## src/rtl/sbfc_pkg.sv

```systemverilog
// sbfc_pkg: shared constants, codes and helpers for the seven-bit frame codec.
// Used by seven_bit_frame_codec; no dependencies.
package sbfc_pkg;

    localparam int STORE_DEPTH = 17;
    localparam int CNT_W       = 5;
    localparam int ADDR_W      = 5;
    localparam int CFG_IDX_W   = 3;

    typedef enum logic [1:0] {
        ST_OK    = 2'd0,
        ST_CHECK = 2'd1,
        ST_LONG  = 2'd2,
        ST_SHORT = 2'd3
    } status_t;

    typedef enum logic [CFG_IDX_W-1:0] {
        CFG_DIRECTION  = 3'd0,
        CFG_ENC_PACK   = 3'd1,
        CFG_ENC_CHECK  = 3'd2,
        CFG_DEC_PACK   = 3'd3,
        CFG_DEC_CHECK  = 3'd4
    } cfg_index_t;

    // Byte position split into trailer byte (q) and bit within it (r).
    typedef struct packed {
        logic [2:0] q;
        logic [2:0] r;
    } split7_t;

    // Quotient and remainder by seven for a small count.
    function automatic split7_t split7(input logic [CNT_W-1:0] v);
        split7_t s;
        if (v < CNT_W'(7)) begin
            s.q = 3'd0;
            s.r = 3'(v);
        end else if (v < CNT_W'(14)) begin
            s.q = 3'd1;
            s.r = 3'(v - CNT_W'(7));
        end else if (v < CNT_W'(21)) begin
            s.q = 3'd2;
            s.r = 3'(v - CNT_W'(14));
        end else if (v < CNT_W'(28)) begin
            s.q = 3'd3;
            s.r = 3'(v - CNT_W'(21));
        end else begin
            s.q = 3'd4;
            s.r = 3'(v - CNT_W'(28));
        end
        return s;
    endfunction

endpackage

```

## src/rtl/seven_bit_frame_codec.sv

```systemverilog
// seven_bit_frame_codec: frames bytes for a 7-bit serial link (encode and decode).
// Depends on sbfc_pkg and sbfc_ram (17-entry frame store).
//
// Usage
//   s_axis carries one frame byte per word (tdata) with tlast on the frame's
//   last byte. m_axis returns result words: tdata is the byte, tuser carries
//   the byte-valid flag and the frame status, tlast marks a frame's final word.
//   cfg_* writes one 1-bit register per word (index 0..4); write only while idle.
// Encode: each byte accepted within capacity gives its result word in the next
//   cycle, one byte per cycle while m_axis keeps up. At frame end the TRAILER_BYTES
//   trailer bytes (when packing) and the checksum (when enabled) follow at one
//   word per cycle while m_axis keeps up; no input is taken during that burst.
// Decode: bytes go into the frame store at one per cycle with no output. At
//   frame end the sequencer reads the trailer bytes and the checksum byte, each
//   when enabled (one RAM read per cycle), then streams the payload at one
//   word per cycle. The RAM read port sets this pace.
// Stall: results sit in an output register; while it is full and not taken,
//   the sequencer and the input hold. RAM read data holds during the stall.
// Reset: registers return to their defaults and frame state clears. The frame
//   store is not cleared; every entry read for a frame was written first.
module seven_bit_frame_codec #(
    parameter int TRAILER_BYTES = 2
) (
    input  logic                            clk,
    input  logic                            rst_n,
    // input stream
    input  logic                            s_axis_tvalid,
    output logic                            s_axis_tready,
    input  logic [7:0]                      s_axis_tdata,  // [7:0] data_byte
    input  logic                            s_axis_tlast,  // frame_end
    // result stream
    output logic                            m_axis_tvalid,
    input  logic                            m_axis_tready,
    output logic [7:0]                      m_axis_tdata,  // [7:0] out_byte
    output logic                            m_axis_tlast,  // out_last
    output logic [2:0]                      m_axis_tuser,  // [0] byte_valid, [2:1] status
    // configuration writes
    input  logic                            cfg_valid,
    output logic                            cfg_ready,
    input  logic [sbfc_pkg::CFG_IDX_W-1:0]  cfg_index,
    input  logic                            cfg_data
);

    import sbfc_pkg::*;

    localparam int TIW = (TRAILER_BYTES > 1) ? $clog2(TRAILER_BYTES) : 1;
    localparam logic [TIW-1:0]   T_LAST   = TIW'(TRAILER_BYTES - 1);
    localparam logic [CNT_W-1:0] T_CNT    = CNT_W'(TRAILER_BYTES);
    localparam logic [CNT_W-1:0] CAP_PACK = CNT_W'(7 * TRAILER_BYTES);
    localparam logic [CNT_W-1:0] CAP_RAW  = CNT_W'(STORE_DEPTH);

    typedef enum logic [2:0] {
        S_IDLE,
        S_ENC_TRL,
        S_ENC_CHK,
        S_DEC_TRL,
        S_DEC_CHK,
        S_DEC_PAY,
        S_DEC_FIN
    } state_t;

    // What the RAM read data of this cycle belongs to.
    typedef enum logic [1:0] {
        RD_NONE,
        RD_TRL,
        RD_CHK,
        RD_PAY
    } rd_kind_t;

    // configuration
    logic direction_reg, direction_next;
    logic enc_pack_reg, enc_pack_next;
    logic enc_chk_reg, enc_chk_next;
    logic dec_pack_reg, dec_pack_next;
    logic dec_chk_reg, dec_chk_next;

    // frame state
    state_t           state_reg, state_next;
    logic [CNT_W-1:0] byte_count_reg, byte_count_next;
    logic [6:0]       sum_reg, sum_next;
    logic [6:0]       trailer_reg [TRAILER_BYTES];
    logic [6:0]       trailer_next [TRAILER_BYTES];
    logic             overflow_reg, overflow_next;
    logic [TIW-1:0]   t_reg, t_next;
    logic [CNT_W-1:0] p_reg, p_next;
    logic [7:0]       chk_reg, chk_next;
    rd_kind_t         rd_kind_reg, rd_kind_next;
    logic [CNT_W-1:0] rd_idx_reg, rd_idx_next;

    // output register
    logic             out_valid_reg, out_valid_next;
    logic [7:0]       out_data_reg, out_data_next;
    logic             out_bv_reg, out_bv_next;
    logic             out_last_reg, out_last_next;
    status_t          out_status_reg, out_status_next;

    // RAM port
    logic              ram_wr_en;
    logic [ADDR_W-1:0] ram_wr_addr;
    logic [7:0]        ram_wr_data;
    logic              ram_rd_en;
    logic [ADDR_W-1:0] ram_rd_addr;
    logic [7:0]        ram_rd_data;

    // datapath helpers
    logic             out_free;
    logic             s_accept;
    logic [CNT_W-1:0] enc_cap;
    logic             enc_emit;
    logic [7:0]       enc_byte;
    logic [CNT_W-1:0] need;
    logic [CNT_W-1:0] cnt_n;
    logic [CNT_W-1:0] np;
    split7_t          sp_enc;
    split7_t          sp_dec;
    logic             pay_top;
    logic [7:0]       pay_byte;
    logic [6:0]       pay_sum;
    logic             issue;
    logic             emit;
    logic             load_out;
    logic [7:0]       ld_data;
    logic             ld_bv;
    logic             ld_last;
    status_t          ld_status;
    logic             clear_frame;

    sbfc_ram #(
        .WIDTH (8),
        .DEPTH (STORE_DEPTH)
    ) u_store (
        .clk     (clk),
        .wr_en   (ram_wr_en),
        .wr_addr (ram_wr_addr),
        .wr_data (ram_wr_data),
        .rd_en   (ram_rd_en),
        .rd_addr (ram_rd_addr),
        .rd_data (ram_rd_data)
    );

    assign out_free      = !out_valid_reg || m_axis_tready;
    assign s_axis_tready = (state_reg == S_IDLE) && out_free;
    assign s_accept      = s_axis_tvalid && s_axis_tready;
    assign cfg_ready     = 1'b1;

    assign m_axis_tvalid = out_valid_reg;
    assign m_axis_tdata  = out_data_reg;
    assign m_axis_tlast  = out_last_reg;
    assign m_axis_tuser  = {out_status_reg, out_bv_reg};

    // Encode: capacity, emitted byte, trailer bit position.
    assign enc_cap  = enc_pack_reg ? CAP_PACK : CAP_RAW;
    assign enc_emit = byte_count_reg < enc_cap;
    assign sp_enc   = split7(byte_count_reg);
    always_comb
    begin
        enc_byte = s_axis_tdata;
        if (enc_pack_reg)
        begin
            enc_byte = (byte_count_reg == '0) ? (s_axis_tdata | 8'h80)
                                              : (s_axis_tdata & 8'h7F);
        end
    end

    // Decode: bytes needed for check/trailers, payload length, restored byte.
    assign need = (dec_chk_reg ? CNT_W'(1) : '0) + (dec_pack_reg ? T_CNT : '0);
    assign np   = byte_count_reg - (dec_chk_reg ? CNT_W'(1) : '0)
                - (dec_pack_reg ? T_CNT : '0);
    assign sp_dec  = split7(rd_idx_reg);
    assign pay_top = dec_pack_reg && (int'(sp_dec.q) < TRAILER_BYTES)
                     && trailer_reg[sp_dec.q[TIW-1:0]][sp_dec.r];
    assign pay_byte = {pay_top, ram_rd_data[6:0]};
    assign pay_sum  = sum_reg + ram_rd_data[6:0];

    always_comb
    begin
        direction_next  = direction_reg;
        enc_pack_next   = enc_pack_reg;
        enc_chk_next    = enc_chk_reg;
        dec_pack_next   = dec_pack_reg;
        dec_chk_next    = dec_chk_reg;
        state_next      = state_reg;
        byte_count_next = byte_count_reg;
        sum_next        = sum_reg;
        trailer_next    = trailer_reg;
        overflow_next   = overflow_reg;
        t_next          = t_reg;
        p_next          = p_reg;
        chk_next        = chk_reg;
        rd_kind_next    = RD_NONE;
        rd_idx_next     = rd_idx_reg;
        ram_wr_en       = 1'b0;
        ram_wr_addr     = byte_count_reg;
        ram_wr_data     = s_axis_tdata;
        ram_rd_en       = 1'b0;
        ram_rd_addr     = '0;
        cnt_n           = byte_count_reg;
        issue           = 1'b0;
        emit            = 1'b0;
        load_out        = 1'b0;
        ld_data         = '0;
        ld_bv           = 1'b0;
        ld_last         = 1'b0;
        ld_status       = ST_OK;
        clear_frame     = 1'b0;

        if (cfg_valid)
        begin
            unique case (cfg_index)
                CFG_DIRECTION: direction_next = cfg_data;
                CFG_ENC_PACK:  enc_pack_next  = cfg_data;
                CFG_ENC_CHECK: enc_chk_next   = cfg_data;
                CFG_DEC_PACK:  dec_pack_next  = cfg_data;
                CFG_DEC_CHECK: dec_chk_next   = cfg_data;
                default: ;
            endcase
        end

        // Capture trailer and checksum reads in the cycle after issue.
        if (rd_kind_reg == RD_TRL)
        begin
            trailer_next[rd_idx_reg[TIW-1:0]] = ram_rd_data[6:0];
            sum_next = sum_reg + ram_rd_data[6:0];
        end
        if (rd_kind_reg == RD_CHK)
        begin
            chk_next = ram_rd_data;
        end

        unique case (state_reg)
            S_IDLE:
            begin
                if (s_accept && !direction_reg)
                begin
                    if (enc_emit)
                    begin
                        if (enc_pack_reg)
                        begin
                            trailer_next[sp_enc.q[TIW-1:0]][sp_enc.r] =
                                trailer_reg[sp_enc.q[TIW-1:0]][sp_enc.r] | s_axis_tdata[7];
                        end
                        sum_next        = sum_reg + enc_byte[6:0];
                        byte_count_next = byte_count_reg + CNT_W'(1);
                        load_out        = 1'b1;
                        ld_data         = enc_byte;
                        ld_bv           = 1'b1;
                    end
                    else
                    begin
                        overflow_next = 1'b1;
                    end
                    if (s_axis_tlast)
                    begin
                        t_next = '0;
                        if (enc_pack_reg)
                        begin
                            state_next = S_ENC_TRL;
                        end
                        else if (enc_chk_reg)
                        begin
                            state_next = S_ENC_CHK;
                        end
                        else
                        begin
                            // nothing follows: this word (or a status-only word) ends the frame
                            load_out    = 1'b1;
                            ld_last     = 1'b1;
                            ld_status   = overflow_next ? ST_LONG : ST_OK;
                            clear_frame = 1'b1;
                        end
                    end
                end
                else if (s_accept)
                begin
                    if (byte_count_reg < CAP_RAW)
                    begin
                        ram_wr_en       = 1'b1;
                        cnt_n           = byte_count_reg + CNT_W'(1);
                        byte_count_next = cnt_n;
                    end
                    else
                    begin
                        overflow_next = 1'b1;
                    end
                    if (s_axis_tlast)
                    begin
                        if (overflow_next)
                        begin
                            load_out    = 1'b1;
                            ld_last     = 1'b1;
                            ld_status   = ST_LONG;
                            clear_frame = 1'b1;
                        end
                        else if (cnt_n < need)
                        begin
                            load_out    = 1'b1;
                            ld_last     = 1'b1;
                            ld_status   = ST_SHORT;
                            clear_frame = 1'b1;
                        end
                        else
                        begin
                            // keep the count for the read sequence; reuse sum and trailers
                            sum_next = '0;
                            for (int i = 0; i < TRAILER_BYTES; i++)
                            begin
                                trailer_next[i] = '0;
                            end
                            t_next = '0;
                            p_next = '0;
                            if (dec_pack_reg)
                            begin
                                state_next = S_DEC_TRL;
                            end
                            else if (dec_chk_reg)
                            begin
                                state_next = S_DEC_CHK;
                            end
                            else
                            begin
                                state_next = S_DEC_PAY;
                            end
                        end
                    end
                end
            end

            S_ENC_TRL:
            begin
                if (out_free)
                begin
                    load_out = 1'b1;
                    ld_data  = {1'b0, trailer_reg[t_reg]};
                    ld_bv    = 1'b1;
                    sum_next = sum_reg + trailer_reg[t_reg];
                    if (t_reg == T_LAST)
                    begin
                        if (enc_chk_reg)
                        begin
                            state_next = S_ENC_CHK;
                        end
                        else
                        begin
                            ld_last     = 1'b1;
                            ld_status   = overflow_reg ? ST_LONG : ST_OK;
                            clear_frame = 1'b1;
                            state_next  = S_IDLE;
                        end
                    end
                    else
                    begin
                        t_next = t_reg + TIW'(1);
                    end
                end
            end

            S_ENC_CHK:
            begin
                if (out_free)
                begin
                    load_out    = 1'b1;
                    ld_data     = {1'b0, sum_reg};
                    ld_bv       = 1'b1;
                    ld_last     = 1'b1;
                    ld_status   = overflow_reg ? ST_LONG : ST_OK;
                    clear_frame = 1'b1;
                    state_next  = S_IDLE;
                end
            end

            S_DEC_TRL:
            begin
                ram_rd_en    = 1'b1;
                ram_rd_addr  = np + CNT_W'(t_reg);
                rd_kind_next = RD_TRL;
                rd_idx_next  = CNT_W'(t_reg);
                if (t_reg == T_LAST)
                begin
                    if (dec_chk_reg)
                    begin
                        state_next = S_DEC_CHK;
                    end
                    else
                    begin
                        state_next = (np == '0) ? S_DEC_FIN : S_DEC_PAY;
                    end
                end
                else
                begin
                    t_next = t_reg + TIW'(1);
                end
            end

            S_DEC_CHK:
            begin
                ram_rd_en    = 1'b1;
                ram_rd_addr  = byte_count_reg - CNT_W'(1);
                rd_kind_next = RD_CHK;
                state_next   = (np == '0) ? S_DEC_FIN : S_DEC_PAY;
            end

            S_DEC_PAY:
            begin
                emit  = (rd_kind_reg == RD_PAY) && out_free;
                issue = (p_reg < np) && ((rd_kind_reg != RD_PAY) || out_free);
                if (issue)
                begin
                    ram_rd_en    = 1'b1;
                    ram_rd_addr  = p_reg;
                    rd_kind_next = RD_PAY;
                    rd_idx_next  = p_reg;
                    p_next       = p_reg + CNT_W'(1);
                end
                else if ((rd_kind_reg == RD_PAY) && !out_free)
                begin
                    // hold the read data until the output register frees
                    rd_kind_next = RD_PAY;
                end
                if (emit)
                begin
                    load_out = 1'b1;
                    ld_data  = pay_byte;
                    ld_bv    = 1'b1;
                    sum_next = pay_sum;
                    if (rd_idx_reg == np - CNT_W'(1))
                    begin
                        ld_last = 1'b1;
                        if (dec_chk_reg && (chk_reg != {1'b0, pay_sum}))
                        begin
                            ld_status = ST_CHECK;
                        end
                        clear_frame = 1'b1;
                        state_next  = S_IDLE;
                    end
                end
            end

            S_DEC_FIN:
            begin
                // empty payload: wait for the last capture, then report status only
                if ((rd_kind_reg == RD_NONE) && out_free)
                begin
                    load_out = 1'b1;
                    ld_last  = 1'b1;
                    if (dec_chk_reg && (chk_reg != {1'b0, sum_reg}))
                    begin
                        ld_status = ST_CHECK;
                    end
                    clear_frame = 1'b1;
                    state_next  = S_IDLE;
                end
            end

            default:
            begin
                state_next = S_IDLE;
            end
        endcase

        if (clear_frame)
        begin
            byte_count_next = '0;
            sum_next        = '0;
            overflow_next   = 1'b0;
            for (int i = 0; i < TRAILER_BYTES; i++)
            begin
                trailer_next[i] = '0;
            end
        end

        out_valid_next  = out_valid_reg && !m_axis_tready;
        out_data_next   = out_data_reg;
        out_bv_next     = out_bv_reg;
        out_last_next   = out_last_reg;
        out_status_next = out_status_reg;
        if (load_out)
        begin
            out_valid_next  = 1'b1;
            out_data_next   = ld_data;
            out_bv_next     = ld_bv;
            out_last_next   = ld_last;
            out_status_next = ld_status;
        end
    end

    always_ff @(posedge clk or negedge rst_n)
    begin
        if (!rst_n)
        begin
            direction_reg  <= 1'b0;
            enc_pack_reg   <= 1'b1;
            enc_chk_reg    <= 1'b1;
            dec_pack_reg   <= 1'b0;
            dec_chk_reg    <= 1'b1;
            state_reg      <= S_IDLE;
            byte_count_reg <= '0;
            sum_reg        <= '0;
            for (int i = 0; i < TRAILER_BYTES; i++)
            begin
                trailer_reg[i] <= '0;
            end
            overflow_reg   <= 1'b0;
            t_reg          <= '0;
            p_reg          <= '0;
            chk_reg        <= '0;
            rd_kind_reg    <= RD_NONE;
            rd_idx_reg     <= '0;
            out_valid_reg  <= 1'b0;
            out_data_reg   <= '0;
            out_bv_reg     <= 1'b0;
            out_last_reg   <= 1'b0;
            out_status_reg <= ST_OK;
        end
        else
        begin
            direction_reg  <= direction_next;
            enc_pack_reg   <= enc_pack_next;
            enc_chk_reg    <= enc_chk_next;
            dec_pack_reg   <= dec_pack_next;
            dec_chk_reg    <= dec_chk_next;
            state_reg      <= state_next;
            byte_count_reg <= byte_count_next;
            sum_reg        <= sum_next;
            trailer_reg    <= trailer_next;
            overflow_reg   <= overflow_next;
            t_reg          <= t_next;
            p_reg          <= p_next;
            chk_reg        <= chk_next;
            rd_kind_reg    <= rd_kind_next;
            rd_idx_reg     <= rd_idx_next;
            out_valid_reg  <= out_valid_next;
            out_data_reg   <= out_data_next;
            out_bv_reg     <= out_bv_next;
            out_last_reg   <= out_last_next;
            out_status_reg <= out_status_next;
        end
    end

    // Payload read data only exists while streaming the payload.
    a_pay_in_stream: assert property (@(posedge clk) disable iff (!rst_n)
        (rd_kind_reg == RD_PAY) |-> (state_reg == S_DEC_PAY))
        else $error("payload read outside payload stream");

    // A stalled payload word keeps its RAM data.
    a_pay_hold: assert property (@(posedge clk) disable iff (!rst_n)
        ((rd_kind_reg == RD_PAY) && !out_free) |=> $stable(ram_rd_data))
        else $error("RAM data changed under a stalled payload word");

    // Status is reported on the final word of a frame only.
    a_status_last: assert property (@(posedge clk) disable iff (!rst_n)
        (m_axis_tvalid && !m_axis_tlast) |-> (m_axis_tuser[2:1] == ST_OK))
        else $error("status on a word that is not the last");

    // A status-only word always ends its frame.
    a_status_only_last: assert property (@(posedge clk) disable iff (!rst_n)
        (m_axis_tvalid && !m_axis_tuser[0]) |-> m_axis_tlast)
        else $error("status-only word without tlast");

    // The decode sequence never addresses beyond the frame store.
    a_dec_count: assert property (@(posedge clk) disable iff (!rst_n)
        ((state_reg == S_DEC_TRL) || (state_reg == S_DEC_CHK)
            || (state_reg == S_DEC_PAY) || (state_reg == S_DEC_FIN))
        |-> (byte_count_reg <= CAP_RAW))
        else $error("decode count beyond frame store");

endmodule

```

## src/rtl/sbfc_ram.sv

```systemverilog
// sbfc_ram: generic single-clock RAM, one write port, one registered read port.
// No dependencies; contents are undefined until written.
module sbfc_ram #(
    parameter int WIDTH = 8,
    parameter int DEPTH = 17
) (
    input  logic                                   clk,
    input  logic                                   wr_en,
    input  logic [((DEPTH > 1) ? $clog2(DEPTH) : 1)-1:0] wr_addr,
    input  logic [WIDTH-1:0]                       wr_data,
    input  logic                                   rd_en,
    input  logic [((DEPTH > 1) ? $clog2(DEPTH) : 1)-1:0] rd_addr,
    output logic [WIDTH-1:0]                       rd_data
);

    logic [WIDTH-1:0] mem [DEPTH];

    always_ff @(posedge clk)
    begin
        if (wr_en)
        begin
            mem[wr_addr] <= wr_data;
        end
        if (rd_en)
        begin
            rd_data <= mem[rd_addr];
        end
    end

endmodule
```

## config.mk

```make
export PLATFORM = sky130hd
export DESIGN_NAME = seven_bit_frame_codec
export DESIGN_NICKNAME = d
export VERILOG_FILES = /design/src/rtl/sbfc_pkg.sv /design/src/rtl/seven_bit_frame_codec.sv /design/src/rtl/sbfc_ram.sv
export SDC_FILE = /design/constraint.sdc
export NUM_CORES = 1
export LEC_CHECK = 0
export BUFFER_PORTS_ARGS = -buffer_cell sky130_fd_sc_hd__buf_2
export CAP_MARGIN = 20
export CELL_PAD_IN_SITES_DETAIL_PLACEMENT = 0
export CELL_PAD_IN_SITES_GLOBAL_PLACEMENT = 1
export CORE_ASPECT_RATIO = 0.75
export CORE_MARGIN = 2
export CORE_UTILIZATION = 35
export CTS_CLUSTER_SIZE = 14
export DETAILED_ROUTE_END_ITERATION = 16
export GPL_ROUTABILITY_DRIVEN = 0
export PLACE_DENSITY = 0.69
export SKIP_LAST_GASP = 1
export SYNTH_ARGS = -nofsm -noshare
export SYNTH_HDL_FRONTEND = slang
export SYNTH_SLANG_ARGS = --single-unit
export TNS_END_PERCENT = 50
```

## constraint.sdc

```tcl
create_clock -name clk -period 5.1 [get_ports clk]
set_input_delay 0.51 -clock clk [delete_from_list [all_inputs] [get_ports clk]]
set_output_delay 0.51 -clock clk [all_outputs]
set_load 0.03 [all_outputs]
```

# After elaboration in Yosys (flattened, before gate mapping)
# Memories as Yosys holds them, arrays and structs flattened. A register that Yosys moved wholly into a read port is not among the register bits.
# Cells that the tools add are included.
# W data, S select, Z words.
word_totals:
  in_bits: 18
  n_memories: 1
  mem_bits_rw: 136
  register_bits: 69
memory_table:
  columns: ["name", "words", "width", "read_ports", "rd_ports_with_merged_regs", "write_ports", "line", "rtl"]
  rows:
  - ["u_store.mem", 17, 8, 1, 1, 1, "sbfc_ram.sv:16", "logic [WIDTH-1:0] mem [DEPTH];"]
op_classes:
  mux: 177
  eq_ne: 37
  reduce_logical: 44
  order_cmp: 22
  bitwise_logic: 5
  addsub: 20
op_table:
  columns: ["operator", "n"]
  rows:
  - ["$mux W7", 23]
  - ["$mux W14", 10]
  - ["$mux W5", 17]
  - ["$mux W1", 58]
  - ["$mux W3", 16]
  - ["$mux W2", 20]
  - ["$mux W8", 5]
  - ["$pmux W8 S4", 1]
  - ["$bwmux W14", 2]
  - ["$ne A2 B2 Y1 const B", 14]
  - ["$lt A5 B5 Y1 const B", 5]
  - ["$mux W6", 4]
  - ["$sub A3 B3 Y3 const B", 8]
  - ["$add A7 B7 Y7", 3]
  - ["$pmux W3 S7", 1]
  - ["$pmux W7 S3", 1]
  - ["$pmux W5 S2", 2]
  - ["$mux W4", 4]
  - ["$ne A8 B7 Y1", 2]
  - ["$logic_and A1 B1 Y1", 15]
  - ["$lt A5 B5 Y1", 3]
  - ["$ne A3 B3 Y1 const B", 5]
  - ["$pmux W5 S3", 1]
  - ["$demux W7 S1", 2]
  - ["44 further kinds", 83]

# Longest topological paths before layout
# Gate-level depths: netlist of the first run.
logic_depth:
  word_depth: 18
  mapped_depth: 20
  ltp_nobuf: 16

# Modules after synthesis
# Synthesis of the first run repeated with hierarchy kept, for this count alone.
hier_totals:
  cells_unflattened: 1012
  area_unflattened_um2: 12288.0
by_module_without_submodules:
  columns: ["mod", "cells_each", "area_per_inst_um2", "n_inst", "seq_area_each_um2"]
  rows:
  - ["seven_bit_frame_codec", 758, 6655.1, 1, 1730.4]
  - ["sbfc_ram", 254, 5632.9, 1, 4324.1]

# Worst setup path after synthesis of the first run
# OpenSTA, ideal clock, no wires.
synth_path:
  path_type: "register -> register"
  start: "register byte_count_reg[0]"
  end: "register u_store.rd_data[1], read port of u_store.mem, data pin"
  t_arrival_ns: 4.439
  path_slack_ns: 0.401
  stages_incl_launch_ff: 18
  cell_sequence: "dfrtp_1 -> clkbuf_1 -> inv_1 -> ha_1 -> inv_1 -> ha_1 -> nor2_1 -> fa_1 -> ha_1 -> nor2_1 -> a211oi_1 -> o31a_1 -> o21ai_1 -> a221oi_2 -> buf_6 -> mux4_2 -> and2_1 -> o311a_1"
synth_via:
  elab_chain_len: 6
synth_lines:
  columns: ["element", "line", "rtl"]
  rows:
  - ["start, declared", "seven_bit_frame_codec.sv:79", "logic [CNT_W-1:0] byte_count_reg, byte_count_next;"]
  - ["start signal, assigned", "seven_bit_frame_codec.sv:522", "byte_count_reg <= byte_count_next;"]
  - ["$sub A5 B1 Y5", "seven_bit_frame_codec.sv:167", "assign np = byte_count_reg - (dec_chk_reg ? CNT_W'(1) : '0)"]
  - ["$sub A5 B2 Y5", "seven_bit_frame_codec.sv:168", "- (dec_pack_reg ? T_CNT : '0);"]
  - ["$lt A5 B5 Y1", "seven_bit_frame_codec.sv:405", "issue = (p_reg < np) && ((rd_kind_reg != RD_PAY) || out_free);"]
  - ["$logic_and A1 B1 Y1", "seven_bit_frame_codec.sv:405", null]
  - ["$mux W5 / $mux W1 (equally long branches)", "seven_bit_frame_codec.sv:406", "if (issue)"]
  - ["$pmux W5 S3 / $pmux W1 S2 (equally long branches)", "seven_bit_frame_codec.sv:230", "unique case (state_reg)"]
  - ["end, declared", "sbfc_ram.sv:13", "output logic [WIDTH-1:0] rd_data"]
# Parallel ways exist; a longest one is shown, timed or not.
# A chain may end at the register's enable or synchronous reset.

# Final worst setup path of the first run
layout_path:
  start: "register dec_chk_reg"
  end: "register u_store.rd_data[3], read port of u_store.mem, data pin"
layout_via:
  elab_chain_len: 7
layout_lines:
  columns: ["element", "line", "rtl"]
  rows:
  - ["start, declared", "seven_bit_frame_codec.sv:75", "logic dec_chk_reg, dec_chk_next;"]
  - ["start signal, assigned", "seven_bit_frame_codec.sv:520", "dec_chk_reg <= dec_chk_next;"]
  - ["$mux W1 (*)", "seven_bit_frame_codec.sv:167", null]
  - ["$sub A5 B1 Y5 (*)", "seven_bit_frame_codec.sv:167", null]
  - ["$sub A5 B2 Y5 (*)", "seven_bit_frame_codec.sv:168", null]
  - ["$lt A5 B5 Y1", "seven_bit_frame_codec.sv:405", null]
  - ["$logic_and A1 B1 Y1", "seven_bit_frame_codec.sv:405", null]
  - ["$mux W5 / $mux W1 (equally long branches)", "seven_bit_frame_codec.sv:406", null]
  - ["$pmux W5 S3 / $pmux W1 S2 (equally long branches)", "seven_bit_frame_codec.sv:230", null]
# Every way passes the cells marked *; elsewhere a longest branch is shown, timed or not.

==> metrics, run 1 <==
worst skew pair latency between 500 and 600 ps; Pwr Density ~710 mW/mm^2; worst path required time around 5400 ps; syn_nets 1174; die height approximately 170 um; vias per std cell between 5 and 6; Num Clock Sinks about 210; cell family with most CP delay compound AO/OA/AOI/OAI gates; Tot GR Track Use about a fifth; ant diodes 0; Post-Route WL around 35000 um; setup ws final roughly 530 ps; Combinational Power Share a little under three fifths; Psw 4.322 mW; register bit total from synthesis between 200 and 250; CTS buffer count 23; clock root cell clkbuf_16; Worst-Margin Slew around 1100 ps; DRT iter0 DRCs 960; most common cell after layout, fill and taps aside edfxtp_1; Setup WS pre-CTS between 500 and 600 ps; MaxCap Viol Count 0; largest net degree at the start of global routing around 60; EDFF count, synth 144; IO buf count 31; min Tclk post-route around 4600 ps; Final setup viols 0; worst hold margin between 300 and 400 ps; Total Nets Final between 1000 and 1500; Netlist Area Pre-Place approximately 0.012 mm^2; Clk pin slew, worst setup/hold paths around 60 ps; Top FF cell, synth edfxtp_1; post-synth cell types 90; num ports 33; outcome completed; routed via count 8962; Most Frequent Cell on Critical Path ha_1; Clock Power Share around 18%; critical-path cell list ha_1 > ha_1 > nor2_1 > fa_1 > ha_1 > nor2_1 > a211oi_1 > o31a_1 > o21ai_1 > a221oi_2 > buf_4 > mux4_2 > and2_1 > o311a_1; fmax 0.2186 GHz; nature of the critical path startpoint flop; clk_skew ~26 ps; Die Area roughly 0.037 mm^2; Max H-tree Level 1; GRT overflow 0; Final Hold Fails 0; buffers and inverters on the worst path 1; sequential share of power between 20% and 30%; arrival time of the worst setup path around 4900 ps; first-pass GRT wire length 54330 um; Rel. slew slack 29.22%; Async SR Flop Fraction between 30% and 40%; Mapped Cells 1106; Final Cycle Share 89.69%; detailed-route DRC error count 0; Routed Antenna Nets 0; Core Box Area around 0.035 mm^2; final std cells w/o fill ~1600; Internal 5.381 mW; commonest cells after routing, fill and taps aside edfxtp_1, nor2_1, nand2_1; Longest Clk Path Bufs 3; Switching Fraction 44.55%; Leak roughly 5.3 nW; slowest stage delay, CP 580 ps; Starting Density about 35%; WL per Instance between 20 and 25 um; First-pass DRT Iterations 6; post_cts resized 0; Row Count between 50 and 60; antenna violations before repair 1; Hold Path Class primary input to flop; critical path's slowest cell dfstp_2; critical path endpoint category flop; vias in the first global route ~8700; synth warn 0; Fin Setup TNS 0 ps; Synth Area per Inst 11.07 um^2; share of post-route cells with drive strength above 1 13.72%; area grow syn2layout 12.00%; CTS tree done; placed cells around 1600; unrepaired setup endpoints after global routing false; peak fanout along the critical path 12; HPWL after DPL around 25000 um; max-slew violations 0; VDD IR max approximately 0.4 mV; Chip Width 220.0 um; register area share after synthesis roughly 50%; crit path kind flop to flop; max reg flops around 140
## power by group through the flow
stage	logic, mW	clock network, mW	registers, mW
4_1_cts	5.34	1.76	2.61
3_5_place_dp	5.32	0	2.63
5_1_grt	5.87	1.82	2.66
6_report	5.37	1.72	2.61
2_1_floorplan	3.83	0	2.49
3_3_place_gp	5.26	0	2.64
## cells by family (layout without fill, tap and decap cells)
group,Yosys count,in the layout,synth area share (%)
flops,213,213,49.45
compound gates,279,279,15.93
mux,102,102,9.658
other cells,1,1,0.03063
simple gates,324,324,12.78
buf+inv,86,124,3.015
xor+xnor,51,51,3.771
fa+ha+maj,50,50,5.355
## area by class of cell
cell class | instances | area (um^2)
Fill cell | 3358 | 20840
Clock inverter | 10 | 116.4
Sequential cell | 213 | 6055
Inverter | 28 | 105.1
Multi-Input combinational cell | 807 | 5834
Clock buffer | 32 | 659.4
Tap cell | 457 | 571.8
Timing Repair Buffer | 54 | 370.4
## metrics by stage
stage / utilization [%] / power, mW / area, um^2
2_1_floorplan: - / 6.328 / 12240
3_3_place_gp: 37.39 / 7.897 / 12920
3_5_place_dp: 37.39 / 7.953 / 12920
4_1_cts: 39.67 / 9.704 / 13700
5_1_grt: 39.69 / 10.35 / 13710
6_report: 39.69 / 9.703 / 13710
## worst reg2reg max path, cell delays in order, from the launching register on
cell and delay (ps):
dfstp_2 580, ha_1 260, ha_1 210, nor2_1 120
fa_1 490, ha_1 330, nor2_1 40, a211oi_1 310
o31a_1 270, o21ai_1 130, a221oi_2 280, buf_4 280
mux4_2 530, and2_1 170, o311a_1 320
## synth_stat cells (12+ instances only)
| cell type | count | area, um^2 |
|---|---|---|
| a211oi_1 | 22 | 165.2 |
| ha_1 | 46 | 575.6 |
| nand2_1 | 87 | 326.6 |
| a21o_1 | 15 | 112.6 |
| a21oi_1 | 77 | 385.4 |
| nor3_1 | 21 | 105.1 |
| nand2b_1 | 19 | 118.9 |
| xor2_1 | 23 | 201.4 |
| edfxtp_1 | 144 | 4324 |
| o22ai_1 | 12 | 75.07 |
| mux2_2 | 27 | 304.0 |
| dfrtp_1 | 66 | 1652 |
| nand3_1 | 26 | 130.1 |
| mux2i_1 | 63 | 630.6 |
| nor2b_1 | 13 | 81.33 |
| nor2_1 | 97 | 364.1 |
| inv_1 | 26 | 97.59 |
| buf_2 | 13 | 65.06 |
| clkbuf_1 | 36 | 135.1 |
| o21ai_0 | 35 | 175.2 |
| a221o_1 | 15 | 150.1 |
| xnor2_1 | 26 | 227.7 |
## worst paths after layout
kind | from | endpoint | slack [ps] | cells after the start
worst max-delay path | dec_chk_reg | u_store.rd_data[3] | 530 | 14
worst min-delay path | cfg_data | dec_chk_reg | 320 | 2
worst max register to register | dec_chk_reg | u_store.rd_data[3] | 530 | 14
worst min register to register | m_axis_tlast | m_axis_tlast | 480 | 1
max in group asynchronous | rst_n | m_axis_tdata[2] | 3680 | 3
min in group asynchronous | rst_n | p_reg[3] | 360 | 2
## timing repair
item | in CTS | in global routing
hold buffers | 1 | 0
hold endpoints to repair | 9 | 0
endpoints found under the setup margin | 0 | 0
setup buffers | 0 | 0
## per-layer routing
layer	wire (um)	track usage, %
met5	0	0
met4	769	4.523
met3	2576	4.341
met2	14560	26.83
met1	17320	30.74
(Power assumes the default switching activity.)
==> run 2, diff against run 1 <==
--- a/config.mk
+++ b/config.mk
@@ -15,6 +15,7 @@
 export CTS_CLUSTER_SIZE = 14
 export DETAILED_ROUTE_END_ITERATION = 16
 export GPL_ROUTABILITY_DRIVEN = 0
+export GPL_TIMING_DRIVEN = 0
 export PLACE_DENSITY = 0.69
 export SKIP_LAST_GASP = 1
 export SYNTH_ARGS = -nofsm -noshare
==> run 2 against run 1 <==
  * Worst hold slack got worse by 33 ps
  * Routed wire length grew 1.1%
  * Sequential share of layout area down 1.0 points
  * Worst setup slack lost 280 ps
  * Core utilization grew 0.96 points
  * Global-route usage grew 0.21 points
  * Sequential cell count is the same
  * Die area stayed put
  * Cell count grew 3.1%
  * Largest cell class unchanged
==> metrics, run 2 (synthesized netlist as in run 1, its figures left out) <==
min Tclk post-route 4853 ps; worst hold margin between 200 and 300 ps; Final setup viols 0; worst skew pair latency ~530 ps; Max H-tree Level 1; commonest cells after routing, fill and taps aside edfxtp_1, nor2_1, nand2_1; critical path's slowest cell mux4_2; Chip Width roughly 220 um; met1 Track Usage GR about a third; crit path kind flop to flop; IO buf count 31; clk_skew about 18 ps; Pwr Density about 720 mW/mm^2; Longest Clk Path Bufs 3; num ports 33; first-pass GRT wire length about 55000 um; WL per Instance around 22 um; CTS tree done; GRT overflow 0; outcome completed; VDD IR max 0.2569 mV; HPWL after DPL between 20000 and 30000 um; routed via count approximately 9000; CP Depth 17; Final Hold Fails 0; peak fanout along the critical path 10; MaxCap Viol Count 0; vias in the first global route roughly 9000; First-pass DRT Iterations 5; ant diodes 0; Reg2Reg Depth 17; hold path depth 2; slowest stage delay, CP 530 ps; fmax between 0.2 and 0.25 GHz; Tot GR Track Use between 10% and 20%; Num Clock Sinks about 210; arrival time of the worst setup path roughly 5000 ps; met3 Track Usage GR under 10%; Row Count around 60; buffers and inverters on the worst path 4; Reg-to-Reg Start byte_count_reg[0]; total power a little over 10 mW; area grow syn2layout 14.71%; detailed-route DRC error count 0; Hold Path Class primary input to flop; clock root cell clkbuf_16; Clk pin slew, worst setup/hold paths ~70 ps; Core Box Area approximately 0.035 mm^2; share of post-route cells with drive strength above 1 14.75%; CP startpoint byte_count_reg[0]; cell family with most CP delay compound AO/OA/AOI/OAI gates; Total Nets Final roughly 1200; max reg flops 136; Post-Route WL around 36000 um; Worst-Margin Slew between 900 and 1000 ps; max-slew violations 0; worst path required time 5370 ps; CTS buffer count 24; Die Area 0.03651 mm^2; Setup WS pre-CTS -716.3 ps; Rel. slew slack 35.25%; critical path endpoint category flop; DRT iter0 DRCs 999; die height ~170 um; Leak approximately 5.5 nW; Final Cycle Share between 90% and 100%; nature of the critical path startpoint flop; GRT met2 Usage approximately 28%; critical-path cell list buf_6 > clkinvlp_4 > ha_1 > inv_1 > ha_1 > nor2_1 > fa_1 > ha_1 > nor2_1 > a211oi_2 > o31a_1 > o21ai_1 > a221oi_4 > buf_6 > mux4_2 > and2_1 > o311a_1; Routed Antenna Nets 0; Hold Crit Start cfg_data; Starting Density a little over a third; Most Frequent Cell on Critical Path ha_1; GRT Max-Usage Layer met1; largest net degree at the start of global routing 64; setup ws final between 200 and 250 ps; vias per std cell ~5.6; most common cell after layout, fill and taps aside edfxtp_1; antenna violations before repair 0
## run 2: changes by cell type in the layout (fill, tap and decap cells not counted), moves of 3 or more
cell       before  now
buf_1           0    3
buf_12          3    0
buf_2          30   43
buf_4          20   16
buf_6           0    3
bufinv_16       2    5
clkbuf_1        4   36
clkbuf_16      23   26
clkbuf_8        5    0
## run 2: path summary, 6_finish.rpt
kind	to	slack (ps)
min	dec_pack_reg	290
min in group asynchronous	p_reg[2]	340
min reg2reg	m_axis_tlast	480
max in group asynchronous	m_axis_tdata[5]	4160
max reg2reg	u_store.rd_data[1]	250
max	u_store.rd_data[1]	250
## run 2: where the power goes
group	leakage (nW)	internal [mW]	total (mW)	switching, mW
Sequential	2.18	2.18	2.53	0.351
Combinational	2.85	2.23	5.60	3.37
Clock	0.423	1.18	1.93	0.748
Total	5.45	5.60	10.1	4.47
## run 2: area by class of cell
type                            count  area, um^2
Multi-Input combinational cell    807        5874
Fill cell                        3345       20500
Clock buffer                       29       661.9
Tap cell                          457       571.8
Timing Repair Buffer               45       280.3
Inverter                           28       108.9
Clock inverter                     14       217.7
Buffer                             57       274.0
Sequential cell                   213        6055
## run 2: through the flow
step | util [%] | cells | setup TNS (ps) | area, um^2
final | 40.65 | 1650 | 0 | 14040
after global routing | 40.65 | 1650 | -24.91 | 14040
after CTS | 40.45 | 1646 | 0 | 13970
after detailed placement | 37.70 | 1598 | -8248 | 13020
after global placement | 37.54 | 1594 | -8452 | 12970
after floorplan | - | 1106 | 0 | 12240
## run 2: per-layer routing
layer  routed length (um)  part of all wire [%]
met1                18010                    51
met2                14510                    41
met3                 2439                   6.8
met4                  656                   1.8
met5                    0                     0
## run 2: repair_timing
action                                  4_1_cts  5_1_grt
hold endpoints to repair                      6        0
hold buffers                                  1        0
buffers inserted                              4        5
endpoints found under the setup margin       36       36
gates resized for setup                       7       10
cloned                                        0        0
pin swaps                                     2        2
==> run 3, diff against run 2 <==
--- a/config.mk
+++ b/config.mk
@@ -11,12 +11,12 @@
 export CELL_PAD_IN_SITES_GLOBAL_PLACEMENT = 1
 export CORE_ASPECT_RATIO = 0.75
 export CORE_MARGIN = 2
-export CORE_UTILIZATION = 35
+export CORE_UTILIZATION = 46
 export CTS_CLUSTER_SIZE = 14
 export DETAILED_ROUTE_END_ITERATION = 16
 export GPL_ROUTABILITY_DRIVEN = 0
 export GPL_TIMING_DRIVEN = 0
-export PLACE_DENSITY = 0.69
+export PLACE_DENSITY = 0.83
 export SKIP_LAST_GASP = 1
 export SYNTH_ARGS = -nofsm -noshare
 export SYNTH_HDL_FRONTEND = slang
==> run 3 against run 2 <==
  * Register-to-register slack about the same
  * Die area shrank 23%
  * Global-route usage rose by 4.8 points
  * Largest cell class unchanged
  * Highest routed layer unchanged
==> metrics, run 3 (synthesized netlist as in run 1, its figures left out) <==
Clk pin slew, worst setup/hold paths around 70 ps; Final Cycle Share approximately 95%; peak fanout along the critical path 10; placed cells 1483; MaxCap Viol Count 0; Final Hold Fails 0; antenna violations before repair 1; Core Box Area between 0.02 and 0.03 mm^2; num ports 33; First-pass DRT Iterations 5; arrival time of the worst setup path roughly 5000 ps; Longest Clk Path Bufs 3; worst hold margin 291.1 ps; most common cell after layout, fill and taps aside edfxtp_1; Post-Route WL 33960 um; crit path kind flop to flop; unrepaired setup endpoints after global routing false; Worst-Margin Slew 986.8 ps; critical-path cell list buf_4 > clkinvlp_4 > ha_1 > inv_1 > ha_1 > nor2_1 > fa_1 > ha_1 > nor2_1 > a211oi_2 > o31a_1 > o21ai_1 > a221oi_4 > buf_6 > mux4_2 > and2_1 > o311a_1; clock root cell clkbuf_16; critical path's slowest cell fa_1; IO buf count 31; Num Clock Sinks between 200 and 250; routed via count approximately 9400; nature of the critical path startpoint flop; min Tclk post-route 4851 ps; worst path required time approximately 5400 ps; WL per Instance around 22 um; area grow syn2layout 12.46%; vias in the first global route 8901; Final setup viols 0; vias per std cell ~6.1; die height around 150 um; Pwr Density around 700 mW/mm^2; clk_skew approximately 11 ps; Routed Antenna Nets 0; HPWL after DPL roughly 25000 um; commonest cells after routing, fill and taps aside edfxtp_1, nor2_1, nand2_1; worst skew pair latency approximately 520 ps; Die Area 0.02795 mm^2; final std cells w/o fill around 1500; Max H-tree Level 1; DRT iter0 DRCs about 1100; slowest stage delay, CP around 500 ps; outcome completed; max reg flops approximately 140; largest net degree at the start of global routing 67; Leak 5.377 nW; Total Nets Final about 1200; Most Frequent Cell on Critical Path ha_1; Tot GR Track Use between 20% and 30%; CTS tree done; first-pass GRT wire length ~53000 um; Hold Path Class primary input to flop; detailed-route DRC error count 0; Starting Density 47.03%; ant diodes 0; GRT overflow 0; critical path endpoint category flop; max-slew violations 0; Chip Width between 150 and 200 um; Rel. slew slack between 30 and 40%; VDD IR max ~0.28 mV; share of post-route cells with drive strength above 1 14.25%; fmax 0.2062 GHz; Row Count just over 50; CTS buffer count 23
==> run 3: changes by cell type in the layout (fill, tap and decap cells not counted), moves of 2 or more <==
| cell | change |
|---|---|
| clkbuf_16 | -3 |
| clkbuf_8 | +2 |
| clkinvlp_4 | +3 |
| clkinv_2 | -2 |
| o21ai_1 | -2 |
| buf_4 | -2 |
| o21ai_2 | +2 |
==> run 3: per-stage QoR <==
stage                     TNS (ps)  instance area, um^2  worst slack, ps  utilization, %  total power, mW
after global placement       -5476                12830           -541.5           49.27            7.726
after global routing             0                13770            1.713           52.88            10.42
after detailed placement     -6010                12870           -600.7           49.44            7.812
after CTS                        0                13720            12.12           52.70            9.683
final                            0                13770            249.2           52.88            9.813
after floorplan                  0                12240            400.5               -            6.328
==> run 3: where the power goes <==
group	total, mW	internal (mW)	switching (mW)
clock network	1.76	1.06	0.706
registers	2.53	2.18	0.352
logic	5.52	2.21	3.30
==> run 3: final cells by class <==
cell class	instances	area [um^2]
Fill cell	2311	12270
Buffer	58	271.5
Multi-Input combinational cell	807	5862
Sequential cell	213	6055
Inverter	28	108.9
Clock buffer	27	610.6
Clock inverter	12	175.2
Timing Repair Buffer	41	255.2
Tap cell	344	430.4
==> run 3: path summary, 6_finish.rpt <==
path	startpoint	end	slack [ps]	cells after the start
setup / recovery	byte_count_reg[0]	u_store.rd_data[2]	250	17
hold / removal	cfg_data	enc_chk_reg	290	2
setup reg to reg	byte_count_reg[0]	u_store.rd_data[2]	250	17
hold reg to reg	m_axis_tlast	m_axis_tlast	480	1
max in group asynchronous	rst_n	enc_pack_reg	4180	3
min in group asynchronous	rst_n	rd_idx_reg[3]	330	2
==> run 3: critical path, delay by kind of cell (launching register included) <==
kind	cells	cell delay [ps]
flops	1	420
buf+inv	4	600
simple gates	3	370
mux	1	500
fa+ha+maj	4	1340
compound gates	5	1330
==> run 3: timing repair <==
item,CTS,global route
buffers inserted,5,1
gates resized for setup,3,13
pin swaps,2,2
hold buffers,1,0
hold endpoints to repair,3,0
setup endpoints to repair,36,36
==> run 3: routing by layer <==
| metal | track usage [%] | wire length (um) |
|---|---|---|
| met5 | 0 | 0 |
| met4 | 4.885 | 618 |
| met3 | 4.451 | 2957 |
| met2 | 34.60 | 14350 |
| met1 | 38.92 | 16040 |
